--- config.mk ---
export PLATFORM = sky130hd
export DESIGN_NAME = fire_heat_simulation_flat
export DESIGN_NICKNAME = d
export VERILOG_FILES = /design/src/hw/rtl/fhs_pkg.sv /design/src/hw/rtl/fhs_in_if.sv /design/src/hw/rtl/fhs_out_if.sv /design/src/hw/rtl/fhs_cfg_if.sv /design/src/hw/rtl/fire_heat_simulation.sv /design/src/flat_wrapper.sv
export VERILOG_INCLUDE_DIRS = /design/src /design/src/hw/rtl
export SDC_FILE = /design/constraint.sdc
export NUM_CORES = 2
export LEC_CHECK = 0
export BUFFER_PORTS_ARGS = -buffer_cell sky130_fd_sc_hd__buf_2
export CORE_AREA = 5 5 501 503
export DETAILED_ROUTE_END_ITERATION = 10
export DIE_AREA = 0 0 506 508
export PLACE_DENSITY_LB_ADDON = 0.1
export SETUP_SLACK_MARGIN = 0.2
export SYNTH_ARGS = -nofsm -noshare
export SYNTH_HDL_FRONTEND = slang
export SYNTH_SLANG_ARGS = --single-unit
--- constraint.sdc ---
create_clock -name clk -period 28.1 [get_ports clk]
set_input_delay 7.025 -clock clk [delete_from_list [all_inputs] [get_ports clk]]
set_output_delay 7.025 -clock clk [all_outputs]
set_load 0.005 [all_outputs]
--- src/hw/rtl/fire_heat_simulation_assert.svh ---
// Assertion macros for the fire heat simulation block.
// Included by the RTL files that carry concurrent assertions; no other dependencies.
`ifndef FIRE_HEAT_SIMULATION_ASSERT_SVH
`define FIRE_HEAT_SIMULATION_ASSERT_SVH
`ifndef SYNTHESIS
`define FHS_ASSERT_NOW(label, clk, rst, ante, cons, msg) \
  label: assert property (@(posedge clk) disable iff (rst) (ante) |-> (cons)) \
    else $error(msg);
`define FHS_ASSERT_NEXT(label, clk, rst, ante, cons, msg) \
  label: assert property (@(posedge clk) disable iff (rst) (ante) |=> (cons)) \
    else $error(msg);
`else
`define FHS_ASSERT_NOW(label, clk, rst, ante, cons, msg)
`define FHS_ASSERT_NEXT(label, clk, rst, ante, cons, msg)
`endif
`endif

--- src/hw/rtl/fhs_pkg.sv ---
// Shared widths, register indexes and arithmetic constants for the fire heat simulation.
// No dependencies; used by the channel interfaces and the top level.
package fhs_pkg;

  localparam int HEAT_W      = 8;
  localparam int CELL_NUM_W  = 8;
  localparam int DRAW_W      = 8;
  localparam int CFG_IDX_W   = 2;
  localparam int CFG_DATA_W  = 9;
  localparam int LEN_W       = 9;
  localparam int DIVIDEND_W  = 12;

  typedef enum logic [CFG_IDX_W-1:0] {
    REG_COOLING_LEVEL = 2'd0,
    REG_SPARK_CHANCE  = 2'd1,
    REG_SEG_LENGTH    = 2'd2
  } cfg_reg_t;

  localparam logic [HEAT_W-1:0] COOLING_RST = 8'd55;
  localparam logic [HEAT_W-1:0] CHANCE_RST  = 8'd120;
  localparam logic [LEN_W-1:0]  SEG_LEN_RST = 9'd60;

  localparam int MIN_LEN     = 2;
  localparam int SPAN_LIMIT  = 7;
  localparam logic [2:0] SPAN_LONG  = 3'd7;
  localparam logic [2:0] SPAN_SHORT = 3'd2;
  localparam int COOL_SCALE  = 10;
  localparam int LIM_OFFSET  = 2;
  localparam int LIM_MAX     = 255;
  localparam logic [HEAT_W-1:0] SPARK_BASE  = 8'd160;
  localparam int SPARK_RANGE = 95;
  localparam int DIV3_MUL    = 683;
  localparam int DIV3_SHIFT  = 11;

endpackage

--- src/hw/rtl/fhs_in_if.sv ---
// Input channel: one word per cell with the cell's random draws.
// Depends on fhs_pkg.
interface fhs_in_if;
  import fhs_pkg::*;

  logic              valid;
  logic              ready;
  logic              frame_start;
  logic [DRAW_W-1:0] cool_draw;
  logic [DRAW_W-1:0] spark_roll;
  logic [DRAW_W-1:0] spark_cell_draw;
  logic [DRAW_W-1:0] spark_heat_draw;

  modport source (
    output valid, frame_start, cool_draw, spark_roll, spark_cell_draw, spark_heat_draw,
    input  ready
  );
  modport sink (
    input  valid, frame_start, cool_draw, spark_roll, spark_cell_draw, spark_heat_draw,
    output ready
  );
endinterface

--- src/hw/rtl/fhs_out_if.sv ---
// Output channel: one word per cell with its new heat, index and end-of-frame flag.
// Depends on fhs_pkg.
interface fhs_out_if;
  import fhs_pkg::*;

  logic                  valid;
  logic                  ready;
  logic [HEAT_W-1:0]     cell_heat;
  logic [CELL_NUM_W-1:0] cell_number;
  logic                  frame_done;

  modport source (
    output valid, cell_heat, cell_number, frame_done,
    input  ready
  );
  modport sink (
    input  valid, cell_heat, cell_number, frame_done,
    output ready
  );
endinterface

--- src/hw/rtl/fhs_cfg_if.sv ---
// Configuration write channel: register index and write data.
// Depends on fhs_pkg.
interface fhs_cfg_if;
  import fhs_pkg::*;

  logic                  valid;
  logic                  ready;
  logic [CFG_IDX_W-1:0]  index;
  logic [CFG_DATA_W-1:0] data;

  modport source (output valid, index, data, input ready);
  modport sink   (input valid, index, data, output ready);
endinterface

--- src/hw/rtl/fire_heat_simulation.sv ---
// Fire heat simulation top level: heat store memory, cell pipeline, limit divider, output queue.
// Depends on fhs_pkg, fhs_in_if, fhs_out_if, fhs_cfg_if and fire_heat_simulation_assert.svh.
//
//   channel | dir | words
//   item    | in  | one per cell, frame_start marks cell 0
//   result  | out | one per accepted item, same order
//   cfg     | in  | register writes, always ready
//
// One cell per cycle: the heat store is read at acceptance and written back the next cycle;
// the last write is forwarded when the next read hits the same entry.
// After reset a clearing pass zeroes every entry of the heat store.
// Each write to cooling_level or seg_length reruns the 12-step limit divider.
// A 4-word output queue absorbs stalls; input stalls during clearing, while the divider
// runs, and when queued words plus the word in stage 1 fill all four slots.
`include "fire_heat_simulation_assert.svh"

module fire_heat_simulation #(
  parameter int MAX_CELLS = 256
) (
  input logic      clk,
  input logic      rst,
  fhs_in_if.sink   item,
  fhs_out_if.source result,
  fhs_cfg_if.sink  cfg
);
  import fhs_pkg::*;

  localparam int IDX_W   = $clog2(MAX_CELLS);
  localparam int CMP_W   = (IDX_W + 1 > LEN_W) ? IDX_W + 1 : LEN_W;
  localparam logic [CMP_W-1:0] MAX_CMP = CMP_W'(MAX_CELLS);
  localparam int Q_DEPTH = 4;
  localparam int PTR_W   = $clog2(Q_DEPTH);
  localparam int FILL_W  = $clog2(Q_DEPTH + 1);
  localparam int DCNT_W  = $clog2(DIVIDEND_W + 1);
  localparam int D3_W    = 20;

  typedef struct packed {
    logic [HEAT_W-1:0]     heat;
    logic [CELL_NUM_W-1:0] number;
    logic                  done;
  } res_t;

  // configuration and limit divider
  logic [HEAT_W-1:0]     cooling_level;
  logic [HEAT_W-1:0]     spark_chance;
  logic [LEN_W-1:0]      seg_length;
  logic                  div_load;
  logic                  div_busy;
  logic [DCNT_W-1:0]     div_cnt;
  logic [LEN_W-1:0]      dvs;
  logic [LEN_W-1:0]      rem;
  logic [DIVIDEND_W-1:0] quo;
  logic [LEN_W-1:0]      len_q;
  logic                  span7;
  logic [LEN_W-1:0]      len_calc;
  logic [LEN_W:0]        trial;
  logic [LEN_W:0]        trial_diff;
  logic                  trial_ge;
  logic [DIVIDEND_W-1:0] lim_sum;
  logic [HEAT_W-1:0]     lim;
  logic                  cfg_acc;
  logic                  cfg_reload;

  // heat store
  logic [HEAT_W-1:0]     heat_mem [MAX_CELLS];
  logic [HEAT_W-1:0]     mem_q;
  logic                  clr_active;
  logic [IDX_W-1:0]      clr_addr;

  // stage 0
  logic                  in_acc;
  logic [IDX_W-1:0]      cnt;
  logic                  spark_pending;
  logic [2:0]            spark_target;
  logic [HEAT_W-1:0]     spark_amount;
  logic [IDX_W-1:0]      k0;
  logic [2:0]            span;
  logic [10:0]           cell_prod;
  logic [14:0]           heat_prod;
  logic [15:0]           cool_prod;
  logic [2:0]            tgt0;
  logic [HEAT_W-1:0]     amt0;
  logic                  pend0;
  logic                  hit0;
  logic                  last0;

  // stage 1
  logic                  s1_valid;
  logic [IDX_W-1:0]      s1_k;
  logic [HEAT_W-1:0]     s1_cool;
  logic                  s1_hit;
  logic [HEAT_W-1:0]     s1_amt;
  logic                  s1_last;
  logic                  s1_ge2;
  logic [HEAT_W-1:0]     cooled_prev_one;
  logic [HEAT_W-1:0]     cooled_prev_two;
  logic                  fwd_valid;
  logic [IDX_W-1:0]      fwd_addr;
  logic [HEAT_W-1:0]     fwd_data;
  logic [HEAT_W-1:0]     cur;
  logic [HEAT_W-1:0]     cooled;
  logic [LEN_W:0]        sum3;
  logic [D3_W-1:0]       div3_prod;
  logic [HEAT_W-1:0]     div3;
  logic [HEAT_W-1:0]     base;
  logic [HEAT_W:0]       sparked;
  logic [HEAT_W-1:0]     val;

  // output queue
  res_t                  queue [Q_DEPTH];
  logic [PTR_W-1:0]      wr_ptr;
  logic [PTR_W-1:0]      rd_ptr;
  logic [FILL_W-1:0]     fill;
  logic                  pop;

  // configuration and divider
  assign cfg.ready  = 1'b1;
  assign cfg_acc    = cfg.valid && cfg.ready;
  assign cfg_reload = cfg_acc &&
                      (cfg_reg_t'(cfg.index) inside {REG_COOLING_LEVEL, REG_SEG_LENGTH});

  always_comb begin
    logic [CMP_W-1:0] seg_cmp;
    logic [CMP_W-1:0] len_cmp;
    seg_cmp = CMP_W'(seg_length);
    if (seg_length < LEN_W'(MIN_LEN)) begin
      len_cmp = CMP_W'(MIN_LEN);
    end else if (seg_cmp > MAX_CMP) begin
      len_cmp = MAX_CMP;
    end else begin
      len_cmp = seg_cmp;
    end
    len_calc = LEN_W'(len_cmp);
  end

  assign trial      = {rem, quo[DIVIDEND_W-1]};
  assign trial_ge   = trial >= {1'b0, dvs};
  assign trial_diff = trial - {1'b0, dvs};
  assign lim_sum    = quo + DIVIDEND_W'(LIM_OFFSET);
  assign lim        = (lim_sum > DIVIDEND_W'(LIM_MAX)) ? HEAT_W'(LIM_MAX) : lim_sum[HEAT_W-1:0];

  always_ff @(posedge clk) begin
    if (rst) begin
      cooling_level <= COOLING_RST;
      spark_chance  <= CHANCE_RST;
      seg_length    <= SEG_LEN_RST;
      div_load      <= 1'b1;
      div_busy      <= 1'b0;
      div_cnt       <= '0;
    end else begin
      div_load <= cfg_reload;
      if (div_load) begin
        dvs      <= len_calc;
        len_q    <= len_calc;
        span7    <= len_calc >= LEN_W'(SPAN_LIMIT);
        rem      <= '0;
        quo      <= DIVIDEND_W'({cooling_level, 3'b000}) + DIVIDEND_W'({cooling_level, 1'b0});
        div_cnt  <= DCNT_W'(DIVIDEND_W);
        div_busy <= 1'b1;
      end else if (div_busy) begin
        rem     <= trial_ge ? trial_diff[LEN_W-1:0] : trial[LEN_W-1:0];
        quo     <= {quo[DIVIDEND_W-2:0], trial_ge};
        div_cnt <= div_cnt - DCNT_W'(1);
        if (div_cnt == DCNT_W'(1)) begin
          div_busy <= 1'b0;
        end
      end
      if (cfg_acc) begin
        unique case (cfg_reg_t'(cfg.index))
          REG_COOLING_LEVEL: begin
            cooling_level <= cfg.data[HEAT_W-1:0];
          end
          REG_SPARK_CHANCE: begin
            spark_chance <= cfg.data[HEAT_W-1:0];
          end
          REG_SEG_LENGTH: begin
            seg_length <= cfg.data[LEN_W-1:0];
          end
          default: begin
          end
        endcase
      end
    end
  end

  // stage 0: frame bookkeeping, spark latch, cooling amount
  assign item.ready = !clr_active && !div_load && !div_busy &&
                      ((FILL_W + 1)'(fill) + (FILL_W + 1)'(s1_valid) <= (FILL_W + 1)'(Q_DEPTH - 1));
  assign in_acc     = item.valid && item.ready;

  assign k0        = item.frame_start ? '0 : cnt;
  assign span      = span7 ? SPAN_LONG : SPAN_SHORT;
  assign cell_prod = 11'(item.spark_cell_draw) * 11'(span);
  assign heat_prod = 15'(item.spark_heat_draw) * 15'(SPARK_RANGE);
  assign cool_prod = 16'(item.cool_draw) * 16'(lim);
  assign tgt0      = item.frame_start ? cell_prod[10:8] : spark_target;
  assign amt0      = item.frame_start ? SPARK_BASE + {1'b0, heat_prod[14:8]} : spark_amount;
  assign pend0     = item.frame_start ? (item.spark_roll < spark_chance) : spark_pending;
  assign hit0      = pend0 && (k0 == IDX_W'(tgt0));
  assign last0     = (CMP_W'(k0) + CMP_W'(1)) >= CMP_W'(len_q);

  always_ff @(posedge clk) begin
    if (rst) begin
      cnt           <= '0;
      spark_pending <= 1'b0;
      spark_target  <= '0;
      spark_amount  <= '0;
      s1_valid      <= 1'b0;
    end else begin
      s1_valid <= in_acc;
      if (in_acc) begin
        cnt           <= last0 ? '0 : IDX_W'(k0 + IDX_W'(1));
        spark_pending <= last0 ? 1'b0 : pend0;
        spark_target  <= tgt0;
        spark_amount  <= amt0;
        s1_k          <= k0;
        s1_cool       <= cool_prod[15:8];
        s1_hit        <= hit0;
        s1_amt        <= amt0;
        s1_last       <= last0;
        s1_ge2        <= k0 >= IDX_W'(2);
      end
    end
  end

  // heat store: clearing pass, read at acceptance, write back from stage 1
  always_ff @(posedge clk) begin
    if (rst) begin
      clr_active <= 1'b1;
      clr_addr   <= '0;
    end else if (clr_active) begin
      clr_addr <= clr_addr + IDX_W'(1);
      if (clr_addr == IDX_W'(MAX_CELLS - 1)) begin
        clr_active <= 1'b0;
      end
    end
  end

  always_ff @(posedge clk) begin
    if (in_acc) begin
      mem_q <= heat_mem[k0];
    end
    if (clr_active) begin
      heat_mem[clr_addr] <= '0;
    end else if (s1_valid) begin
      heat_mem[s1_k] <= val;
    end
  end

  // stage 1: cool, diffuse, spark
  assign cur       = (fwd_valid && fwd_addr == s1_k) ? fwd_data : mem_q;
  assign cooled    = (cur > s1_cool) ? cur - s1_cool : '0;
  assign sum3      = {2'b00, cooled_prev_one} + {1'b0, cooled_prev_two, 1'b0};
  assign div3_prod = D3_W'(sum3) * D3_W'(DIV3_MUL);
  assign div3      = div3_prod[DIV3_SHIFT +: HEAT_W];
  assign base      = s1_ge2 ? div3 : cooled;
  assign sparked   = {1'b0, base} + {1'b0, s1_amt};
  assign val       = !s1_hit ? base : (sparked[HEAT_W] ? HEAT_W'(LIM_MAX) : sparked[HEAT_W-1:0]);

  always_ff @(posedge clk) begin
    if (rst) begin
      cooled_prev_one <= '0;
      cooled_prev_two <= '0;
      fwd_valid       <= 1'b0;
    end else if (s1_valid) begin
      cooled_prev_two <= cooled_prev_one;
      cooled_prev_one <= cooled;
      fwd_valid       <= 1'b1;
      fwd_addr        <= s1_k;
      fwd_data        <= val;
    end
  end

  // output queue
  assign pop                = result.valid && result.ready;
  assign result.valid       = fill != '0;
  assign result.cell_heat   = queue[rd_ptr].heat;
  assign result.cell_number = queue[rd_ptr].number;
  assign result.frame_done  = queue[rd_ptr].done;

  always_ff @(posedge clk) begin
    if (rst) begin
      wr_ptr <= '0;
      rd_ptr <= '0;
      fill   <= '0;
    end else begin
      if (s1_valid) begin
        queue[wr_ptr] <= '{heat: val, number: CELL_NUM_W'(s1_k), done: s1_last};
        wr_ptr        <= wr_ptr + PTR_W'(1);
      end
      if (pop) begin
        rd_ptr <= rd_ptr + PTR_W'(1);
      end
      fill <= fill + FILL_W'(s1_valid) - FILL_W'(pop);
    end
  end

  `FHS_ASSERT_NOW(a_queue_room, clk, rst, s1_valid, (fill != FILL_W'(Q_DEPTH)) || pop, "output queue overflow")
  `FHS_ASSERT_NEXT(a_last_wraps, clk, rst, in_acc && last0, cnt == '0, "cell count did not wrap")
  `FHS_ASSERT_NEXT(a_result_queued, clk, rst, s1_valid, fill != '0, "finished cell not queued")
  `FHS_ASSERT_NOW(a_no_item_in_setup, clk, rst, clr_active || div_load || div_busy, !in_acc, "item taken during setup")

endmodule
--- src/flat_wrapper.sv ---
// flat-port wrapper written by rule: the top's interface ports become plain ports
module fire_heat_simulation_flat import fhs_pkg::*;
#(
  parameter int MAX_CELLS = 256
)
  (clk, rst, item_valid, item_frame_start, item_cool_draw, item_spark_roll, item_spark_cell_draw, item_spark_heat_draw, item_ready, result_valid, result_cell_heat, result_cell_number, result_frame_done, result_ready, cfg_valid, cfg_index, cfg_data, cfg_ready);
  fhs_in_if item_i ();
  fhs_out_if result_i ();
  fhs_cfg_if cfg_i ();
  input logic clk;
  input logic rst;
  input wire logic [$bits(item_i.valid)-1:0] item_valid;
  input wire logic [$bits(item_i.frame_start)-1:0] item_frame_start;
  input wire logic [$bits(item_i.cool_draw)-1:0] item_cool_draw;
  input wire logic [$bits(item_i.spark_roll)-1:0] item_spark_roll;
  input wire logic [$bits(item_i.spark_cell_draw)-1:0] item_spark_cell_draw;
  input wire logic [$bits(item_i.spark_heat_draw)-1:0] item_spark_heat_draw;
  output wire logic [$bits(item_i.ready)-1:0] item_ready;
  output wire logic [$bits(result_i.valid)-1:0] result_valid;
  output wire logic [$bits(result_i.cell_heat)-1:0] result_cell_heat;
  output wire logic [$bits(result_i.cell_number)-1:0] result_cell_number;
  output wire logic [$bits(result_i.frame_done)-1:0] result_frame_done;
  input wire logic [$bits(result_i.ready)-1:0] result_ready;
  input wire logic [$bits(cfg_i.valid)-1:0] cfg_valid;
  input wire logic [$bits(cfg_i.index)-1:0] cfg_index;
  input wire logic [$bits(cfg_i.data)-1:0] cfg_data;
  output wire logic [$bits(cfg_i.ready)-1:0] cfg_ready;
  assign item_i.valid = item_valid;
  assign item_i.frame_start = item_frame_start;
  assign item_i.cool_draw = item_cool_draw;
  assign item_i.spark_roll = item_spark_roll;
  assign item_i.spark_cell_draw = item_spark_cell_draw;
  assign item_i.spark_heat_draw = item_spark_heat_draw;
  assign item_ready = item_i.ready;
  assign result_valid = result_i.valid;
  assign result_cell_heat = result_i.cell_heat;
  assign result_cell_number = result_i.cell_number;
  assign result_frame_done = result_i.frame_done;
  assign result_i.ready = result_ready;
  assign cfg_i.valid = cfg_valid;
  assign cfg_i.index = cfg_index;
  assign cfg_i.data = cfg_data;
  assign cfg_ready = cfg_i.ready;
  fire_heat_simulation #(.MAX_CELLS(MAX_CELLS)) u_core (.clk(clk), .rst(rst), .item(item_i), .result(result_i), .cfg(cfg_i));
endmodule
; Word level (Yosys, flattened, before mapping)
; Memory sizes are Yosys's and may differ from the RTL's. A register that Yosys moved wholly into a read port is not among the register bits.
; Index checks and enable logic that the tools add are counted.
[totals]
register_bits = 159
ram_bits = 2116
output_inout_bits = 20
word_cells = 133
memories = 2
[classes]
n_addsub = 16
multipliers = 4
n_lt_le_gt_ge = 10
n_eq_ne = 6
muxes = 38
bitwise_logic = 1
reduce_logical = 24
[memory_table]
columns = name, words, word_bits, rd, rd_clocked_by_memory_dff, write_ports, line
row1 = u_core.heat_mem, 256, 8, 1, 1, 1, fire_heat_simulation.sv:65  ; logic [HEAT_W-1:0] heat_mem [MAX_CELLS];
row2 = u_core.queue, 4, 17, 1, 1, 1, fire_heat_simulation.sv:110  ; res_t queue [Q_DEPTH];
[op_table]
columns = op, n
row1 = two-way mux 8 bit, 11
row2 = two-way mux 9 bit, 4
row3 = two-way mux 12 bit, 2
row4 = "multiplier 10 x 10 -> 19 bit, second input constant", 1
row5 = "adder 8 x 1 -> 8 bit, second input constant", 2
row6 = multiplier 8 x 8 -> 16 bit, 1
row7 = "multiplier 8 x 7 -> 15 bit, second input constant", 1
row8 = two-way mux 1 bit, 15
row9 = AND reduction 2 bit, 7
row10 = adder 11 x 9 -> 12 bit, 1
row11 = "adder 12 x 2 -> 12 bit, second input constant", 1
row12 = "> comparator 12 x 8 -> 1 bit, second input constant", 1
row13 = multiplier 8 x 3 -> 11 bit, 1
row14 = adder 8 x 9 -> 10 bit, 1
row15 = >= comparator 10 x 9 -> 1 bit, 1
row16 = "adder 8 x 1 -> 9 bit, second input constant", 1
row17 = adder 8 x 8 -> 9 bit, 1
row18 = ">= comparator 9 x 3 -> 1 bit, second input constant", 1
row19 = >= comparator 9 bit, 1
row20 = "> comparator 9 bit, second input constant", 1
row21 = "less-than comparator 9 x 2 -> 1 bit, second input constant", 1
row22 = subtractor 9 bit, 1
row23 = "adder 8 x 7 -> 8 bit, first input constant", 1
row24 = == test 8 x 3 -> 1 bit, 1
row25 = other kinds (26), 40

; Depth between registers and ports, before layout
[logic_depth]
ltp_word = 10
mapped_depth = 35

; Least setup slack after synthesis
; OpenSTA, ideal clock, no wires.
[synth_path]
kind = flip-flop to flip-flop
start = reg u_core.cooled_prev_one[2]
end = mem u_core.heat_mem[0][2], data pin
arrival_time_ps = 16475
required_ps = 26002
setup_slack_ps = 9527
path_stages_with_launch = 34
path_cell_list = dfxtp_1 > ha_1 > a21o_1 > a21oi_1 > o21bai_1 > a21oi_1 > o21bai_1 > a21oi_1 > xor2_1 > inv_1 > ha_1 > ha_1 > fa_1 > fa_1 > inv_1 > fa_1 > inv_1 > ha_1 > o21ai_0 > o21bai_1 > a221o_1 > a21oi_1 > xnor2_1 > mux2_2 > inv_1 > fa_1 > inv_1 > a21oi_1 > o21ai_0 > a311oi_1 > nor2_1 > clkbuf_1 > nor2_1 > nor3_1
[synth_between]
elab_chain_cells = 7
[synth_lines]
columns = element, line
row1 = "start, declared", fire_heat_simulation.sv:95  ; logic [HEAT_W-1:0] cooled_prev_one;
row2 = "start signal, assigned", fire_heat_simulation.sv:267  ; cooled_prev_one <= cooled;
row3 = adder 8 x 9 -> 10 bit *, fire_heat_simulation.sv:253  ; assign sum3 = {2'b00, cooled_prev_one} + {1'b0, cooled_prev_two, 1'b0};
row4 = multiplier 10 x 10 -> 19 bit *, fire_heat_simulation.sv:254  ; assign div3_prod = D3_W'(sum3) * D3_W'(DIV3_MUL);
row5 = two-way mux 8 bit *, fire_heat_simulation.sv:256  ; assign base = s1_ge2 ? div3 : cooled;
row6 = adder 8 x 8 -> 9 bit, fire_heat_simulation.sv:257  ; assign sparked = {1'b0, base} + {1'b0, s1_amt};
row7 = two-way mux 8 bit, fire_heat_simulation.sv:258  ; assign val = !s1_hit ? base : (sparked[HEAT_W] ? HEAT_W'(LIM_MAX) : sparked[HEAT_W-1:0]);
row8 = two-way mux 8 bit *, fire_heat_simulation.sv:258
row9 = two-way mux 8 bit (no line) *, --
row10 = "end, declared", fire_heat_simulation.sv:65
; Every way passes the cells marked *; elsewhere a longest branch is shown, timed or not.

; Worst setup path in the final report
[layout_path]
start = in item_frame_start
end = reg u_core.mem_q[1], read port of u_core.heat_mem, data pin
[layout_between]
elab_chain_cells = 1
[layout_lines]
columns = element, line
row1 = "start, declared", flat_wrapper.sv:13  ; input wire logic [$bits(item_i.frame_start)-1:0] item_frame_start;
row2 = two-way mux 8 bit, fire_heat_simulation.sv:191  ; assign k0 = item.frame_start ? '0 : cnt;
row3 = "end, declared", fire_heat_simulation.sv:66  ; logic [HEAT_W-1:0] mem_q;
; Every way passes these cells.
; A chain may end at the register's enable or synchronous reset.

==> results_dict.tcl <==
set metrics [dict create \
    wirelength_mm 280 \
    syn_area_um2 97800 \
    dpl.hpwl_mm 170 \
    die_w_um 506 \
    worstRegToRegCells 36 \
    p_clk_share_pct 42.4 \
    p_per_area_nw_per_um2 65.8 \
    grt_max_degree 165 \
    finalHoldViolCount 0 \
    grt_pass1_vias 55000 \
    async_flop_share_pct 0 \
    p_leak_nw 35.5 \
    worstPathArrival_ps 12810 \
    drive_gt1_share_pct 14.1 \
    ys_ff_latch 2285 \
    rr_startpoint "u_core.cooled_prev_one[2]$_SDFFE_PP0P_" \
    vias 55100 \
    overflow 0 \
    insertion_delay_ps 880 \
    ant_nets 0 \
    timing.rr.end "u_core.heat_mem[232][0]$_DFFE_PP_" \
    cp-start-kind "primary input" \
    tightest_slew_ps 1320 \
    ys_types 73 \
    drt_iter0_drc 5300 \
    clock_skew_ps 49.6 \
    critPathCapture "u_core.mem_q[1]$_DFFE_PP_" \
    swShare_pct 22.4 \
    syn_nets 6537 \
    yosysWarnings 0 \
    cts_buffers 238 \
    ios 69 \
    grtUsageTotal_pct 21.4 \
    dieHeight_um 508 \
    outcome "finished clean" \
    finalSetupViolations 0 \
    cap_violations 0 \
    grt_first_pass_wirelength_mm 404 \
    worstPathMaxFanout 106 \
    met2_usage_pct 34.8 \
    port_buffers 67 \
    avgRoutedWirePerCell_um 28.9 \
    intPower_w 0.00557 \
    rsz0062_at_grt "false" \
    busiest_layer "met2" \
    avgViaCountPerCell 5.69 \
    max_stage_delay_ps 1130 \
    route.detailed.drc 0 \
    seq_area_frac_synth_pct 69.3 \
    hold_class "reg -> reg" \
    p_switching_w 0.00160 \
    crit_path_start "item_frame_start" \
    synth-edff-count 2198 \
    setup-tns-final_ps 0 \
    numClockSinks 2285 \
    synthFlopType "edfxtp_1" \
    path_common_cell "buf_4" \
    dr.pass1.iters 5 \
    slowest_stage "nor4_1" \
    finalMaxSlewViolations 0 \
    antenna_found_initial 15 \
    cts.clk_slew.worst_paths_ps 60 \
    required_ps 28720 \
    fmax_mhz 82.0 \
    min_period_ps 12190 \
    die-area_um2 257000 \
    layout.nets 6588 \
    end_kind "flip-flop" \
    yosysTopAreaCell "edfxtp_1" \
    fin_crit_sh_pct 43.4 \
    core-area_um2 245000 \
    syn_inst 6201 \
    cts_tree "built" \
    ff2ff_setup_slack_ps 16670 \
    ir_drop_v 0.0000739 \
    yosys.area.top_type_share_pct 67.5 \
    rows 182 \
    synth_common_cells "2,198 x edfxtp_1, 449 x nor2_1, 443 x nand2_1" \
    area_growth_pct 11.5 \
    use_met1_pct 30.0 \
    slew_headroom_pct 11.2 \
    gp_congestion 0.831 \
    worst-setup-path-type "in -> reg" \
    cts-hold-fix-buffers 0 \
    synth_area_leaders "edfxtp_1 68%, mux4_2 6.3%, mux2i_1 3.0%" \
    cts_setup_buffers 0 \
    cts_resized 0 \
    hold_start "u_core.spark_amount[6]$_SDFFE_PP0P_" \
    synth.most_common_cell "edfxtp_1" \
    cts_max_level 4 \
    combPwrFrac_pct 5.8 \
    seqPwrFrac_pct 51.8 \
    start_util_pct 39.8 \
    cts.path.max_buffers 3 \
    crit_chain "buf_6 > buf_4 > nand2b_4 > inv_16 > buf_12 > buf_4 > mux2i_1 > o221ai_1 > nand3_1 > o31ai_1 > nor4_1 > o21ai_0 > a221o_1" \
    hold_slack_ps 459 \
    syn_avg_cell_area_um2 15.8 \
    cts_root_buf "clkbuf_16" \
    use_met3_pct 3.45 \
]
[final cells by class]
type                       instances  area (µm²)
clock buffer                     314        6310
antenna                            6        15.0
timing repair buffer             177        1230
clock inverter                   130        1130
tap                             3220        4030
inverter                         202         795
fill                           21600      136000
multi-input combinational       3348       27700
sequential                      2285       67800
[metrics by stage]
| step | total power, W | utilization [%] | setup slack [ps] | area, µm² | instances |
|---|---|---|---|---|---|
| after floorplan | 0.00407 | - | 9530 | 97800 | 6201 |
| after global placement | 0.00421 | 41.4 | 15130 | 102000 | 9232 |
| after detailed placement | 0.00422 | 41.4 | 15060 | 102000 | 9232 |
| after CTS | 0.00725 | 44.4 | 16060 | 109000 | 9676 |
| after global routing | 0.00743 | 44.4 | 15800 | 109000 | 9678 |
| final | 0.00717 | 44.4 | 15910 | 109000 | 9682 |
[power groups by stage]
stage / Sequential (W) / Combinational, W / Clock, W
2_1_floorplan: 0.00378 / 0.000285 / 0
3_3_place_gp: 0.00379 / 0.000425 / 0
3_5_place_dp: 0.00379 / 0.000429 / 0
4_1_cts: 0.00372 / 0.000434 / 0.00310
5_1_grt: 0.00372 / 0.000476 / 0.00324
6_report: 0.00372 / 0.000418 / 0.00304
[placed cells by master (no fill, tap or decap), types with 57 or more instances in the layout]
| cell type | synthesis | final |
|---|---|---|
| edfxtp_1 | 2198 | 2198 |
| nor2_1 | 449 | 444 |
| dfxtp_1 | 87 | 84 |
| nor2b_1 | 108 | 108 |
| clkbuf_1 | 200 | 71 |
| mux4_2 | 273 | 273 |
| a31oi_1 | 57 | 57 |
| buf_2 | 97 | 65 |
| inv_1 | 197 | 195 |
| a211oi_1 | 67 | 67 |
| o21ai_0 | 143 | 143 |
| clkbuf_16 | 0 | 240 |
| a21oi_1 | 345 | 345 |
| mux2i_1 | 295 | 295 |
| buf_4 | 26 | 106 |
| mux2_2 | 88 | 88 |
| o221ai_1 | 165 | 165 |
| nand2_1 | 443 | 427 |
| fa_1 | 87 | 87 |
| ha_1 | 200 | 200 |
| nand3_1 | 86 | 86 |
[cell families (layout without fill, tap and decap cells)]
family / Yosys count / count (layout) / synth area share [%]
xor gates and xnor gates: 85 / 85 / 0.762
and+or+nand+nor: 1290 / 1290 / 5.88
DFF: 2285 / 2285 / 69.3
muxes: 657 / 657 / 10.3
AOI/OAI and AO/OA: 1028 / 1028 / 6.91
buffers and inverters: 568 / 823 / 2.46
other: 1 / 7 / 0.00384
adders and majority gates: 287 / 287 / 4.34
[worst min path at each step]
stage / slack [ps] / endpoint / cells past startpoint
after CTS: 460 / u_core.spark_amount[6]$_SDFFE_PP0P_ / 2
after global routing: 470 / u_core.spark_amount[6]$_SDFFE_PP0P_ / 2
after floorplan: 430 / u_core.spark_pending$_SDFFE_PP0P_ / 2
final: 460 / u_core.spark_amount[6]$_SDFFE_PP0P_ / 2
after detailed placement: 450 / u_core.spark_amount[6]$_SDFFE_PP0P_ / 2
after global placement: 440 / u_core.spark_amount[7]$_SDFFE_PP0P_ / 2
[metal layers]
layer  vias to the layer above  part of all wire, %
met4                         2                  2.8
met1                     28900                   43
met5                         -               0.0046
met3                       356                  6.1
met2                      1679                   48
li1                      24200                    -
[critical path: cells and delay by family]
family	cells	cell delay, ps
buf+inv	5	2530
mux	1	270
compound gates	4	940
simple gates	3	1840
[registers in the layout (all words and copies together) (netlist names), 9 cells and up, named ones only]
register / count
u_core.rem: 9
u_core.seg_length: 9
u_core.dvs: 9
u_core.queue: 68
u_core.heat_mem: 2048
u_core.quo: 12
(Power assumes the default switching activity.)
